===== src/sv/mrpt_pkg.sv =====
`timescale 1ns / 1ps
// shared types, codes and default sizes for the msi-x relay pending table
// no dependencies

package mrpt_pkg;

  localparam int DEF_MAX_VECTORS        = 32;
  localparam int DEF_TABLE_BASE         = 4096;
  localparam int DEF_OUTSTANDING_OFFSET = 4;
  localparam int DEF_PENDING_OFFSET     = 8;

  localparam int ENTRY_BYTES = 16;
  localparam int ENTRY_SHIFT = $clog2(ENTRY_BYTES);

  localparam int OP_W       = 3;
  localparam int ADDR_W     = 16;
  localparam int DATA_W     = 32;
  localparam int MSI_ADDR_W = 64;
  localparam int VEC_W      = 5;
  localparam int CNT_W      = 6;
  localparam int KIND_W     = 2;
  localparam int CFG_IDX_W  = 2;
  localparam int CFG_DATA_W = 6;
  localparam int MSG_W      = 16;

  localparam logic [OP_W-1:0] OP_CSR_RD = 3'd0;
  localparam logic [OP_W-1:0] OP_CSR_WR = 3'd1;
  localparam logic [OP_W-1:0] OP_MSI_WR = 3'd2;
  localparam logic [OP_W-1:0] OP_MSI_RD = 3'd3;
  localparam logic [OP_W-1:0] OP_TICK   = 3'd4;

  localparam logic [1:0] FLD_ADDR_LO = 2'd0;
  localparam logic [1:0] FLD_ADDR_HI = 2'd1;
  localparam logic [1:0] FLD_DATA    = 2'd2;
  localparam logic [1:0] FLD_MASK    = 2'd3;

  localparam logic [KIND_W-1:0] KIND_ACCESS = 2'd0;
  localparam logic [KIND_W-1:0] KIND_EMIT   = 2'd1;
  localparam logic [KIND_W-1:0] KIND_NONE   = 2'd2;

  localparam logic [CFG_IDX_W-1:0] CFG_ENABLE = 2'd0;
  localparam logic [CFG_IDX_W-1:0] CFG_FMASK  = 2'd1;
  localparam logic [CFG_IDX_W-1:0] CFG_COUNT  = 2'd2;

  localparam logic [CNT_W-1:0] COUNT_RESET = 6'd32;

  typedef enum logic [2:0] {
    ACT_NONE,
    ACT_RECV,
    ACT_PBA_READ,
    ACT_TBL_READ,
    ACT_TBL_WRITE,
    ACT_EMIT,
    ACT_IDLE_TICK
  } act_t;

  typedef struct packed {
    act_t             act;
    logic             status;
    logic [VEC_W-1:0] vec;
    logic [1:0]       field;
  } look_t;

  typedef struct packed {
    logic              en;
    logic [1:0]        field;
    logic [VEC_W-1:0]  vec;
    logic [DATA_W-1:0] wdata;
  } tbl_wr_t;

  typedef enum logic [1:0] {
    S_IDLE,
    S_LOOK,
    S_READ,
    S_FIN
  } state_t;

endpackage


===== src/sv/mrpt_if.sv =====
`timescale 1ns / 1ps
// valid/ready channel interfaces for requests and responses
// depends on mrpt_pkg

interface mrpt_in_if import mrpt_pkg::*; ();
  logic              valid;
  logic              ready;
  logic [OP_W-1:0]   op;
  logic [ADDR_W-1:0] address;
  logic [DATA_W-1:0] write_data;
  logic              sink_ok;

  modport source (output valid, op, address, write_data, sink_ok, input ready);
  modport sink (input valid, op, address, write_data, sink_ok, output ready);
endinterface

interface mrpt_out_if import mrpt_pkg::*; ();
  logic                  valid;
  logic                  ready;
  logic [KIND_W-1:0]     resp_kind;
  logic                  status;
  logic [DATA_W-1:0]     read_data;
  logic [MSI_ADDR_W-1:0] msi_address;
  logic [DATA_W-1:0]     msi_data;
  logic [VEC_W-1:0]      msi_vector;

  modport source (output valid, resp_kind, status, read_data, msi_address, msi_data,
                  msi_vector, input ready);
  modport sink (input valid, resp_kind, status, read_data, msi_address, msi_data,
                msi_vector, output ready);
endinterface


===== src/sv/mrpt_table.sv =====
`timescale 1ns / 1ps
// vector table storage: address and data memories with valid bits, mask flops
// depends on mrpt_pkg

module mrpt_table import mrpt_pkg::*; #(
  parameter int MAX_VECTORS = DEF_MAX_VECTORS
) (
  input  logic                   clk,
  input  logic                   rst,
  input  tbl_wr_t                wr,
  input  logic                   rd_en,
  input  logic [VEC_W-1:0]       rd_vec,
  output logic [DATA_W-1:0]      rd_addr_lo,
  output logic [DATA_W-1:0]      rd_addr_hi,
  output logic [DATA_W-1:0]      rd_data,
  output logic [MAX_VECTORS-1:0] mask,
  output logic [MAX_VECTORS-1:0] nonzero
);

  localparam int VW = (MAX_VECTORS > 1) ? $clog2(MAX_VECTORS) : 1;

  logic [DATA_W-1:0] mem_lo   [MAX_VECTORS];
  logic [DATA_W-1:0] mem_hi   [MAX_VECTORS];
  logic [DATA_W-1:0] mem_data [MAX_VECTORS];

  logic [MAX_VECTORS-1:0] vld_lo, vld_hi, vld_data, lo_nz, hi_nz;
  logic [DATA_W-1:0]      q_lo, q_hi, q_data;
  logic                   qv_lo, qv_hi, qv_data;
  logic [VW-1:0]          wr_idx, rd_idx;
  logic                   wr_lo, wr_hi, wr_dat, wr_msk;

  assign wr_idx = wr.vec[VW-1:0];
  assign rd_idx = rd_vec[VW-1:0];
  assign wr_lo  = wr.en && (wr.field == FLD_ADDR_LO);
  assign wr_hi  = wr.en && (wr.field == FLD_ADDR_HI);
  assign wr_dat = wr.en && (wr.field == FLD_DATA);
  assign wr_msk = wr.en && (wr.field == FLD_MASK);

  always_ff @(posedge clk) begin
    if (wr_lo) begin
      mem_lo[wr_idx] <= wr.wdata;
    end
    if (wr_hi) begin
      mem_hi[wr_idx] <= wr.wdata;
    end
    if (wr_dat) begin
      mem_data[wr_idx] <= wr.wdata;
    end
    if (rd_en) begin
      q_lo   <= mem_lo[rd_idx];
      q_hi   <= mem_hi[rd_idx];
      q_data <= mem_data[rd_idx];
    end
  end

  always_ff @(posedge clk) begin
    if (rst) begin
      vld_lo   <= '0;
      vld_hi   <= '0;
      vld_data <= '0;
      lo_nz    <= '0;
      hi_nz    <= '0;
      mask     <= '1;
      qv_lo    <= 1'b0;
      qv_hi    <= 1'b0;
      qv_data  <= 1'b0;
    end else begin
      if (wr_lo) begin
        vld_lo[wr_idx] <= 1'b1;
        lo_nz[wr_idx]  <= (wr.wdata != '0);
      end
      if (wr_hi) begin
        vld_hi[wr_idx] <= 1'b1;
        hi_nz[wr_idx]  <= (wr.wdata != '0);
      end
      if (wr_dat) begin
        vld_data[wr_idx] <= 1'b1;
      end
      if (wr_msk) begin
        mask[wr_idx] <= wr.wdata[0];
      end
      if (rd_en) begin
        qv_lo   <= vld_lo[rd_idx];
        qv_hi   <= vld_hi[rd_idx];
        qv_data <= vld_data[rd_idx];
      end
    end
  end

  // entries never written read as zero
  assign rd_addr_lo = qv_lo ? q_lo : '0;
  assign rd_addr_hi = qv_hi ? q_hi : '0;
  assign rd_data    = qv_data ? q_data : '0;
  assign nonzero    = lo_nz | hi_nz;

endmodule


===== src/sv/mrpt_index_unit.sv =====
`timescale 1ns / 1ps
// shared decode unit: turns a request into an action and one table index, taken
// from the register offset, the write data or a priority encode of allowed vectors
// depends on mrpt_pkg

module mrpt_index_unit import mrpt_pkg::*; #(
  parameter int MAX_VECTORS        = DEF_MAX_VECTORS,
  parameter int TABLE_BASE         = DEF_TABLE_BASE,
  parameter int OUTSTANDING_OFFSET = DEF_OUTSTANDING_OFFSET,
  parameter int PENDING_OFFSET     = DEF_PENDING_OFFSET
) (
  input  logic [OP_W-1:0]        op,
  input  logic [ADDR_W-1:0]      address,
  input  logic [DATA_W-1:0]      write_data,
  input  logic [CNT_W-1:0]       active,
  input  logic                   msix_enable,
  input  logic                   function_mask,
  input  logic [MAX_VECTORS-1:0] pending,
  input  logic [MAX_VECTORS-1:0] mask,
  input  logic [MAX_VECTORS-1:0] nonzero,
  output look_t                  look
);

  localparam logic [ADDR_W-1:0] TB_OFF   = ADDR_W'(TABLE_BASE);
  localparam logic [ADDR_W-1:0] OUT_OFF  = ADDR_W'(OUTSTANDING_OFFSET);
  localparam logic [ADDR_W-1:0] PEND_OFF = ADDR_W'(PENDING_OFFSET);
  localparam int                TIDX_W   = ADDR_W - ENTRY_SHIFT;

  logic [MAX_VECTORS-1:0] act_mask, allowed;
  logic [VEC_W-1:0]       enc;
  logic [ADDR_W-1:0]      rel;
  logic [TIDX_W-1:0]      tidx;
  logic                   msg_ok;
  logic                   is_wr;

  always_comb begin
    for (int i = 0; i < MAX_VECTORS; i++) begin
      act_mask[i] = (CNT_W'(i) < active);
    end
  end

  assign allowed = pending & ~mask & nonzero & act_mask
                 & {MAX_VECTORS{msix_enable & ~function_mask}};

  always_comb begin
    enc = '0;
    for (int i = MAX_VECTORS - 1; i >= 0; i--) begin
      if (allowed[i]) begin
        enc = VEC_W'(i);
      end
    end
  end

  assign rel    = address - TB_OFF;
  assign tidx   = rel[ADDR_W-1:ENTRY_SHIFT];
  assign msg_ok = (write_data[MSG_W-1:0] < MSG_W'(active));
  assign is_wr  = (op == OP_CSR_WR);

  always_comb begin
    look        = '0;
    look.act    = ACT_NONE;
    look.status = 1'b0;
    look.vec    = write_data[VEC_W-1:0];
    look.field  = rel[3:2];
    case (op)
      OP_CSR_RD, OP_CSR_WR: begin
        if (address == '0) begin
          if (is_wr && msg_ok) begin
            look.act = ACT_RECV;
          end
        end else if (address == OUT_OFF) begin
          look.act = ACT_NONE;
        end else if (address == PEND_OFF) begin
          if (!is_wr) begin
            look.act = ACT_PBA_READ;
          end
        end else if (address < TB_OFF) begin
          look.status = 1'b1;
        end else if (tidx >= TIDX_W'(active)) begin
          look.status = 1'b1;
        end else if (rel[1:0] == 2'b00) begin
          look.act = is_wr ? ACT_TBL_WRITE : ACT_TBL_READ;
          look.vec = tidx[VEC_W-1:0];
        end
      end
      OP_MSI_WR: begin
        if (address != '0) begin
          look.status = 1'b1;
        end else if (msg_ok) begin
          look.act = ACT_RECV;
        end
      end
      OP_MSI_RD: begin
        look.act = ACT_NONE;
      end
      OP_TICK: begin
        look.vec = enc;
        look.act = (allowed != '0) ? ACT_EMIT : ACT_IDLE_TICK;
      end
      default: begin
        look.status = 1'b1;
      end
    endcase
  end

endmodule


===== src/sv/msix_relay_pending_table_top.sv =====
`timescale 1ns / 1ps
// msi-x relay top level: request sequencer, configuration, pending bits,
// response register; depends on mrpt_pkg, mrpt_if, mrpt_table, mrpt_index_unit
//
// usage
//   in_ch carries one request per transfer: csr read/write, msi port
//   write/read or a service tick. out_ch returns exactly one response per
//   request, in order. configuration is written on cfg_we/cfg_index/cfg_wdata
//   while no request is in flight.
//   each request goes through these steps in order: accept, decode and priority
//   encode in the shared index unit, one read or write of the vector table
//   memory, and the response register load. in_ch.ready is high only while the
//   sequencer is idle, so a new request is taken only after the last one is done.
//   the response register holds a result while out_ch is stalled; the next
//   request is still accepted and waits in its last step until the register
//   frees up.
//   reset clears the sequencer, the pending bits, the table valid bits and
//   sets all vector masks; the table reads as zero until written, so no
//   clearing pass is needed.

module msix_relay_pending_table_top import mrpt_pkg::*; #(
  parameter int MAX_VECTORS        = DEF_MAX_VECTORS,
  parameter int TABLE_BASE         = DEF_TABLE_BASE,
  parameter int OUTSTANDING_OFFSET = DEF_OUTSTANDING_OFFSET,
  parameter int PENDING_OFFSET     = DEF_PENDING_OFFSET
) (
  input  logic                  clk,
  input  logic                  rst,
  mrpt_in_if.sink               in_ch,
  mrpt_out_if.source            out_ch,
  input  logic                  cfg_we,
  input  logic [CFG_IDX_W-1:0]  cfg_index,
  input  logic [CFG_DATA_W-1:0] cfg_wdata
);

  localparam int VW = (MAX_VECTORS > 1) ? $clog2(MAX_VECTORS) : 1;
  localparam logic [CNT_W-1:0] MAX_CNT = CNT_W'(MAX_VECTORS);

  state_t state, state_next;

  logic             msix_enable, function_mask;
  logic [CNT_W-1:0] vector_count, active;

  logic [OP_W-1:0]   item_op;
  logic [ADDR_W-1:0] item_address;
  logic [DATA_W-1:0] item_wdata;
  logic              item_sink_ok;

  logic [MAX_VECTORS-1:0] pending, mask, nonzero;
  look_t                  look, look_q;
  logic [DATA_W-1:0]      pba_q;
  tbl_wr_t                tbl_wr;
  logic [DATA_W-1:0]      rd_addr_lo, rd_addr_hi, rd_data;

  logic in_ready, look_en, read_en, load_out;
  logic out_valid;

  logic [KIND_W-1:0]     res_kind;
  logic [DATA_W-1:0]     res_rdata;
  logic [MSI_ADDR_W-1:0] res_maddr;
  logic [DATA_W-1:0]     res_mdata;
  logic [VEC_W-1:0]      res_vec;

  assign active = (vector_count > MAX_CNT) ? MAX_CNT : vector_count;

  // configuration
  always_ff @(posedge clk) begin
    if (rst) begin
      msix_enable   <= 1'b0;
      function_mask <= 1'b0;
      vector_count  <= COUNT_RESET;
    end else if (cfg_we) begin
      case (cfg_index)
        CFG_ENABLE: msix_enable   <= cfg_wdata[0];
        CFG_FMASK:  function_mask <= cfg_wdata[0];
        CFG_COUNT:  vector_count  <= cfg_wdata;
        default: ;
      endcase
    end
  end

  // sequencer
  always_comb begin
    state_next = state;
    case (state)
      S_IDLE: if (in_ch.valid) state_next = S_LOOK;
      S_LOOK: state_next = S_READ;
      S_READ: state_next = S_FIN;
      S_FIN:  if (!out_valid || out_ch.ready) state_next = S_IDLE;
      default: state_next = S_IDLE;
    endcase
  end

  always_comb begin
    in_ready = (state == S_IDLE);
    look_en  = (state == S_LOOK);
    read_en  = (state == S_READ);
    load_out = (state == S_FIN) && (!out_valid || out_ch.ready);
  end

  always_ff @(posedge clk) begin
    if (rst) begin
      state <= S_IDLE;
    end else begin
      state <= state_next;
    end
  end

  assign in_ch.ready = in_ready;

  always_ff @(posedge clk) begin
    if (in_ready && in_ch.valid) begin
      item_op      <= in_ch.op;
      item_address <= in_ch.address;
      item_wdata   <= in_ch.write_data;
      item_sink_ok <= in_ch.sink_ok;
    end
    if (look_en) begin
      look_q <= look;
      pba_q  <= DATA_W'(pending);
    end
  end

  mrpt_index_unit #(
    .MAX_VECTORS        (MAX_VECTORS),
    .TABLE_BASE         (TABLE_BASE),
    .OUTSTANDING_OFFSET (OUTSTANDING_OFFSET),
    .PENDING_OFFSET     (PENDING_OFFSET)
  ) u_index (
    .op            (item_op),
    .address       (item_address),
    .write_data    (item_wdata),
    .active        (active),
    .msix_enable   (msix_enable),
    .function_mask (function_mask),
    .pending       (pending),
    .mask          (mask),
    .nonzero       (nonzero),
    .look          (look)
  );

  // pending bit array
  always_ff @(posedge clk) begin
    if (rst) begin
      pending <= '0;
    end else if (look_en) begin
      if (look.act == ACT_RECV) begin
        pending[look.vec[VW-1:0]] <= 1'b1;
      end else if (look.act == ACT_EMIT && item_sink_ok) begin
        pending[look.vec[VW-1:0]] <= 1'b0;
      end
    end
  end

  always_comb begin
    tbl_wr.en    = read_en && (look_q.act == ACT_TBL_WRITE);
    tbl_wr.field = look_q.field;
    tbl_wr.vec   = look_q.vec;
    tbl_wr.wdata = item_wdata;
  end

  mrpt_table #(
    .MAX_VECTORS (MAX_VECTORS)
  ) u_table (
    .clk        (clk),
    .rst        (rst),
    .wr         (tbl_wr),
    .rd_en      (read_en),
    .rd_vec     (look_q.vec),
    .rd_addr_lo (rd_addr_lo),
    .rd_addr_hi (rd_addr_hi),
    .rd_data    (rd_data),
    .mask       (mask),
    .nonzero    (nonzero)
  );

  // response assembly
  always_comb begin
    res_kind  = KIND_ACCESS;
    res_rdata = '0;
    res_maddr = '0;
    res_mdata = '0;
    res_vec   = '0;
    case (look_q.act)
      ACT_PBA_READ: res_rdata = pba_q;
      ACT_TBL_READ: begin
        case (look_q.field)
          FLD_ADDR_LO: res_rdata = rd_addr_lo;
          FLD_ADDR_HI: res_rdata = rd_addr_hi;
          FLD_DATA:    res_rdata = rd_data;
          default:     res_rdata = DATA_W'(mask[look_q.vec[VW-1:0]]);
        endcase
      end
      ACT_EMIT: begin
        res_kind  = KIND_EMIT;
        res_maddr = {rd_addr_hi, rd_addr_lo};
        res_mdata = rd_data;
        res_vec   = look_q.vec;
      end
      ACT_IDLE_TICK: res_kind = KIND_NONE;
      default: ;
    endcase
  end

  always_ff @(posedge clk) begin
    if (rst) begin
      out_valid <= 1'b0;
    end else if (load_out) begin
      out_valid <= 1'b1;
    end else if (out_ch.ready) begin
      out_valid <= 1'b0;
    end
  end

  always_ff @(posedge clk) begin
    if (load_out) begin
      out_ch.resp_kind   <= res_kind;
      out_ch.status      <= look_q.status;
      out_ch.read_data   <= res_rdata;
      out_ch.msi_address <= res_maddr;
      out_ch.msi_data    <= res_mdata;
      out_ch.msi_vector  <= res_vec;
    end
  end

  assign out_ch.valid = out_valid;

  a_accept_to_look: assert property (@(posedge clk) disable iff (rst)
    in_ch.valid && in_ch.ready |=> state == S_LOOK)
    else $error("accepted request did not start decode");

  a_emit_in_range: assert property (@(posedge clk) disable iff (rst)
    state == S_READ && look_q.act == ACT_EMIT |-> {1'b0, look_q.vec} < active)
    else $error("emitted vector outside active range");

  a_emit_addr_nonzero: assert property (@(posedge clk) disable iff (rst)
    out_ch.valid && out_ch.resp_kind == KIND_EMIT |-> out_ch.msi_address != '0)
    else $error("emitted message with zero address");

  a_tick_status_ok: assert property (@(posedge clk) disable iff (rst)
    out_ch.valid && out_ch.resp_kind != KIND_ACCESS |-> !out_ch.status)
    else $error("tick response carries an error status");

  a_hold_when_full: assert property (@(posedge clk) disable iff (rst)
    state == S_FIN && out_valid && !out_ch.ready |=> state == S_FIN)
    else $error("response dropped while output stalled");

endmodule

===== src/flat_wrapper.sv =====
// flat-port wrapper written by rule: the top's interface ports become plain ports
module msix_relay_pending_table_top_flat import mrpt_pkg::*;
#(
  parameter int MAX_VECTORS        = DEF_MAX_VECTORS,
  parameter int TABLE_BASE         = DEF_TABLE_BASE,
  parameter int OUTSTANDING_OFFSET = DEF_OUTSTANDING_OFFSET,
  parameter int PENDING_OFFSET     = DEF_PENDING_OFFSET
)
  (clk, rst, cfg_we, cfg_index, cfg_wdata, in_ch_valid, in_ch_op, in_ch_address, in_ch_write_data, in_ch_sink_ok, in_ch_ready, out_ch_valid, out_ch_resp_kind, out_ch_status, out_ch_read_data, out_ch_msi_address, out_ch_msi_data, out_ch_msi_vector, out_ch_ready);
  mrpt_in_if in_ch_i ();
  mrpt_out_if out_ch_i ();
  input  logic clk;
  input  logic rst;
  input  logic cfg_we;
  input  logic [CFG_IDX_W-1:0] cfg_index;
  input  logic [CFG_DATA_W-1:0] cfg_wdata;
  input wire logic [$bits(in_ch_i.valid)-1:0] in_ch_valid;
  input wire logic [$bits(in_ch_i.op)-1:0] in_ch_op;
  input wire logic [$bits(in_ch_i.address)-1:0] in_ch_address;
  input wire logic [$bits(in_ch_i.write_data)-1:0] in_ch_write_data;
  input wire logic [$bits(in_ch_i.sink_ok)-1:0] in_ch_sink_ok;
  output wire logic [$bits(in_ch_i.ready)-1:0] in_ch_ready;
  output wire logic [$bits(out_ch_i.valid)-1:0] out_ch_valid;
  output wire logic [$bits(out_ch_i.resp_kind)-1:0] out_ch_resp_kind;
  output wire logic [$bits(out_ch_i.status)-1:0] out_ch_status;
  output wire logic [$bits(out_ch_i.read_data)-1:0] out_ch_read_data;
  output wire logic [$bits(out_ch_i.msi_address)-1:0] out_ch_msi_address;
  output wire logic [$bits(out_ch_i.msi_data)-1:0] out_ch_msi_data;
  output wire logic [$bits(out_ch_i.msi_vector)-1:0] out_ch_msi_vector;
  input wire logic [$bits(out_ch_i.ready)-1:0] out_ch_ready;
  assign in_ch_i.valid = in_ch_valid;
  assign in_ch_i.op = in_ch_op;
  assign in_ch_i.address = in_ch_address;
  assign in_ch_i.write_data = in_ch_write_data;
  assign in_ch_i.sink_ok = in_ch_sink_ok;
  assign in_ch_ready = in_ch_i.ready;
  assign out_ch_valid = out_ch_i.valid;
  assign out_ch_resp_kind = out_ch_i.resp_kind;
  assign out_ch_status = out_ch_i.status;
  assign out_ch_read_data = out_ch_i.read_data;
  assign out_ch_msi_address = out_ch_i.msi_address;
  assign out_ch_msi_data = out_ch_i.msi_data;
  assign out_ch_msi_vector = out_ch_i.msi_vector;
  assign out_ch_i.ready = out_ch_ready;
  msix_relay_pending_table_top #(.MAX_VECTORS(MAX_VECTORS), .TABLE_BASE(TABLE_BASE), .OUTSTANDING_OFFSET(OUTSTANDING_OFFSET), .PENDING_OFFSET(PENDING_OFFSET)) u_core (.clk(clk), .rst(rst), .in_ch(in_ch_i), .out_ch(out_ch_i), .cfg_we(cfg_we), .cfg_index(cfg_index), .cfg_wdata(cfg_wdata));
endmodule

===== config.mk =====
export PLATFORM = sky130hd
export DESIGN_NAME = msix_relay_pending_table_top_flat
export DESIGN_NICKNAME = d
export VERILOG_FILES = /design/src/sv/mrpt_pkg.sv /design/src/sv/mrpt_if.sv /design/src/sv/mrpt_table.sv /design/src/sv/mrpt_index_unit.sv /design/src/sv/msix_relay_pending_table_top.sv /design/src/flat_wrapper.sv
export SDC_FILE = /design/constraint.sdc
export NUM_CORES = 2
export LEC_CHECK = 0
export ABC_AREA = 1
export BUFFER_PORTS_ARGS = -buffer_cell sky130_fd_sc_hd__clkbuf_2
export CAP_MARGIN = 20
export CORE_MARGIN = 1.5
export CORE_UTILIZATION = 62
export DETAILED_ROUTE_END_ITERATION = 7
export MAX_ROUTING_LAYER = met4
export PLACE_DENSITY_LB_ADDON = 0.2
export SLEW_MARGIN = 20
export SYNTH_ARGS = -nofsm -noshare
export SYNTH_HDL_FRONTEND = slang
export SYNTH_SLANG_ARGS = --single-unit

===== constraint.sdc =====
create_clock -name clk -period 12.2 [get_ports clk]
set_clock_uncertainty 0.2 [all_clocks]
set_input_delay 2.44 -clock clk [delete_from_list [all_inputs] [get_ports clk]]
set_output_delay 2.44 -clock clk [all_outputs]
set_load 0.05 [all_outputs]

==> results_dict.tcl <==
set metrics [dict create \
    critPathLaunchType "flop" \
    drive_gt1_share_pct 13.30 \
    io-pin-count 203 \
    hold_violations 0 \
    fp.dieH_um 468.5 \
    worstMarginPinSlew_ns 1.293 \
    p_leak_nw 48.46 \
    violations "DRC" \
    async_flop_share_pct 0 \
    vias 85480 \
    synth-seq-cells 3637 \
    wl_um 436700 \
    cts_max_level 5 \
    start_util_pct 62.48 \
    wl_met3_um 70920 \
    rows 170 \
    crit_start "u_core.item_wdata[15]" \
    post_cts.repair.setup_buffers 0 \
    dpl_worst_slack_ns 7.019 \
    fin_cells 12010 \
    slew_viol_final 0 \
    cts_tree "built" \
    clk_pin_slew_worst_paths_ns 0.06 \
    worst-endpoint-required_ns 12.89 \
    wl_met1_um 157100 \
    cts_made_buffers 364 \
    first_pass_iters 8 \
    placed_cells 11330 \
    yosysWarnings 0 \
    cts_resized 0 \
    clock-sinks 3637 \
    syn-cell-area_um2 134400 \
    p_per_area_nw_per_um2 210.8 \
    finalNetCount 8937 \
    core_area_um2 215000 \
    wl_per_cell_um 36.37 \
    max-slew-margin-rel_pct 13.14 \
    fmax_mhz 190.7 \
    track_usage_pct 40.49 \
    placed_area_um2 140100 \
    final_common_cell "edfxtp_1" \
    synth.distinct_cells 56 \
    drv_cap 0 \
    grt_pass1_wl_um 601200 \
    synth_edf_count 3399 \
    syn-instance-count 8559 \
    drt_iter0_drc 16240 \
    avgSynthCellArea_um2 15.70 \
    fin_crit_ns 5.243 \
    antenna_found_initial 44 \
    status "complete, but fails checks" \
    mostFrequentLayoutCells "edfxtp_1 (3399), a22oi_1 (1589), a21oi_1 (828)" \
    clk_path_buf_depth 4 \
    worstSetupEndpointType "flop" \
    gp_congestion 0.9534 \
    cts_hold_buf 0 \
    setup-tns-final_ns 0 \
    hpwl_um 247400 \
    finalSetupViolCount 0 \
    cp_data_arrival_time_ns 5.93 \
    peakVddDrop_uv 256.8 \
    grt_pass1_vias 79450 \
    synth_flop_cell "edfxtp_1" \
    whs_ns 0.2270 \
    die_x_um 468.5 \
    die-area_um2 219500 \
    worstPathMaxFanout 42 \
    period_share_pct 42.97 \
    fin_area_um2 151600 \
    hold_path_class "flop to flop" \
    dr.max_layer_used "met4" \
    drt-vias-per-instance 7.118 \
    postRouteAntennaNets 0 \
    wl_met2_um 189900 \
    clock_latency_ns 1.00 \
    setup_slack_ns 6.957 \
    rsz0062_at_grt "no" \
    synth_fp_nets 8639 \
    drc 1 \
    path_class "flop to flop" \
    io_buffer_count 202 \
    hp-start "u_core.look_q[7]" \
    clockRootBuffer "clkbuf_16" \
    syn2layout_area_growth_pct 12.82 \
    grt_max_degree 149 \
    fillers 13470 \
    rr_startpoint "u_core.item_wdata[15]" \
    synth-seq-area-share_pct 79.51 \
    grt-ovfl-total 0 \
]
## cells in the mapped netlist, drive strengths merged, types with 2 or more instances
cell type	n	area [µm²]
nand4	41	256.5
a41oi	2	17.52
a2111oi	5	56.31
nor2	575	2171
and3	3	18.77
nor3	91	476.7
inv	202	763.2
clkbuf	478	1794
dfxtp	238	4765
a22o	2	17.52
o31ai	2	15.01
o221ai	3	26.28
a221oi	2	17.52
ha	15	187.7
buf	65	280.3
or4	24	180.2
edfxtp	3399	102100
or3	2	12.51
a21oi	829	4149
nand3	33	175.2
o2111ai	8	70.07
nand2	421	1613
a22oi	1589	11930
clkinv	7	26.28
a211oi	21	157.7
nand3b	2	15.01
and2	3	18.77
o311ai	32	280.3
or2	81	506.7
a2111o	24	270.3
nor4	118	738.2
a31oi	3	18.77
o211ai	7	52.55
o22ai	32	200.2
o21ai	195	979.7
## sequential cells by signal, summed over array words and instances, names as in the netlist, 64 cells and up, named ones only
signal,count
u_core.out_ch.msi_address,64
u_core.u_table.mem_data,1024
u_core.u_table.mem_hi,1024
u_core.u_table.mem_lo,1024
## area by class of cell
type,count,area (µm²),area share [%]
sequential,3637,106800,70.48
multi-input combinational,4170,25740,16.98
clock buffer,473,9774,6.448
tap,2838,3551,2.342
clock inverter,173,1574,1.038
inverter,209,803.3,0.5299
timing repair buffer,475,3236,2.134
antenna,33,82.58,0.05448
## kinds of logic after synthesis
kind of cell             after synthesis  share of synthesized area (%)
adder cells (fa/ha/maj)               15                         0.1397
AND/OR/NAND/NOR                     1395                          4.607
flip-flops                          3637                          79.51
AO/OA/AOI/OAI                       2760                          13.61
buffers and inverters                752                          2.131
## final timing paths
check | to | slack (ns) | cells past startpoint
worst max-delay path | flop | 6.96 | 16
worst min-delay path | u_core.out_ch.status | 0.23 | 0
worst max register to register | flop | 6.96 | 16
worst min register to register | u_core.out_ch.status | 0.23 | 0
## metal layers
| metal | up-vias | track usage (%) |
|---|---|---|
| li1 | 34550 | - |
| met1 | 42620 | 55.02 |
| met5 | - | - |
| met2 | 7285 | 56.08 |
| met4 | 0 | 15.44 |
| met3 | 1022 | 14.86 |
## critical path: stages (launching register included)
cell and delay [ns]:
edfxtp_1 0.36, buf_4 0.31, nor4_1 0.60, nand2_1 0.48, a2111oi_2 0.40, nand2_1 0.52
clkinv_1 0.58, a21oi_1 0.10, o21ai_2 0.09, nand3_1 0.14, nand3b_1 0.25, or2_1 0.31
nor2_1 0.37, nand4_1 0.18, nand2_1 0.11, nand2_1 0.05, nor2_1 0.11
## per-stage QoR
step	total power [mW]	utilization, %
floorplan	18.20	-
global placement	20.99	65.07
detailed placement	21.12	65.16
CTS	31.66	70.44
global route	32.64	70.49
finish	31.96	70.49
## power by group
part           internal (mW)  total (mW)  switching [mW]  leakage, nW
sequential              14.6        14.9           0.352         32.6
clock                   6.22        10.8            4.56         5.53
combinational           1.37        6.27            4.90         10.3
total                   22.1        32.0            9.82         48.5
Power figures use the tool's default switching activity.
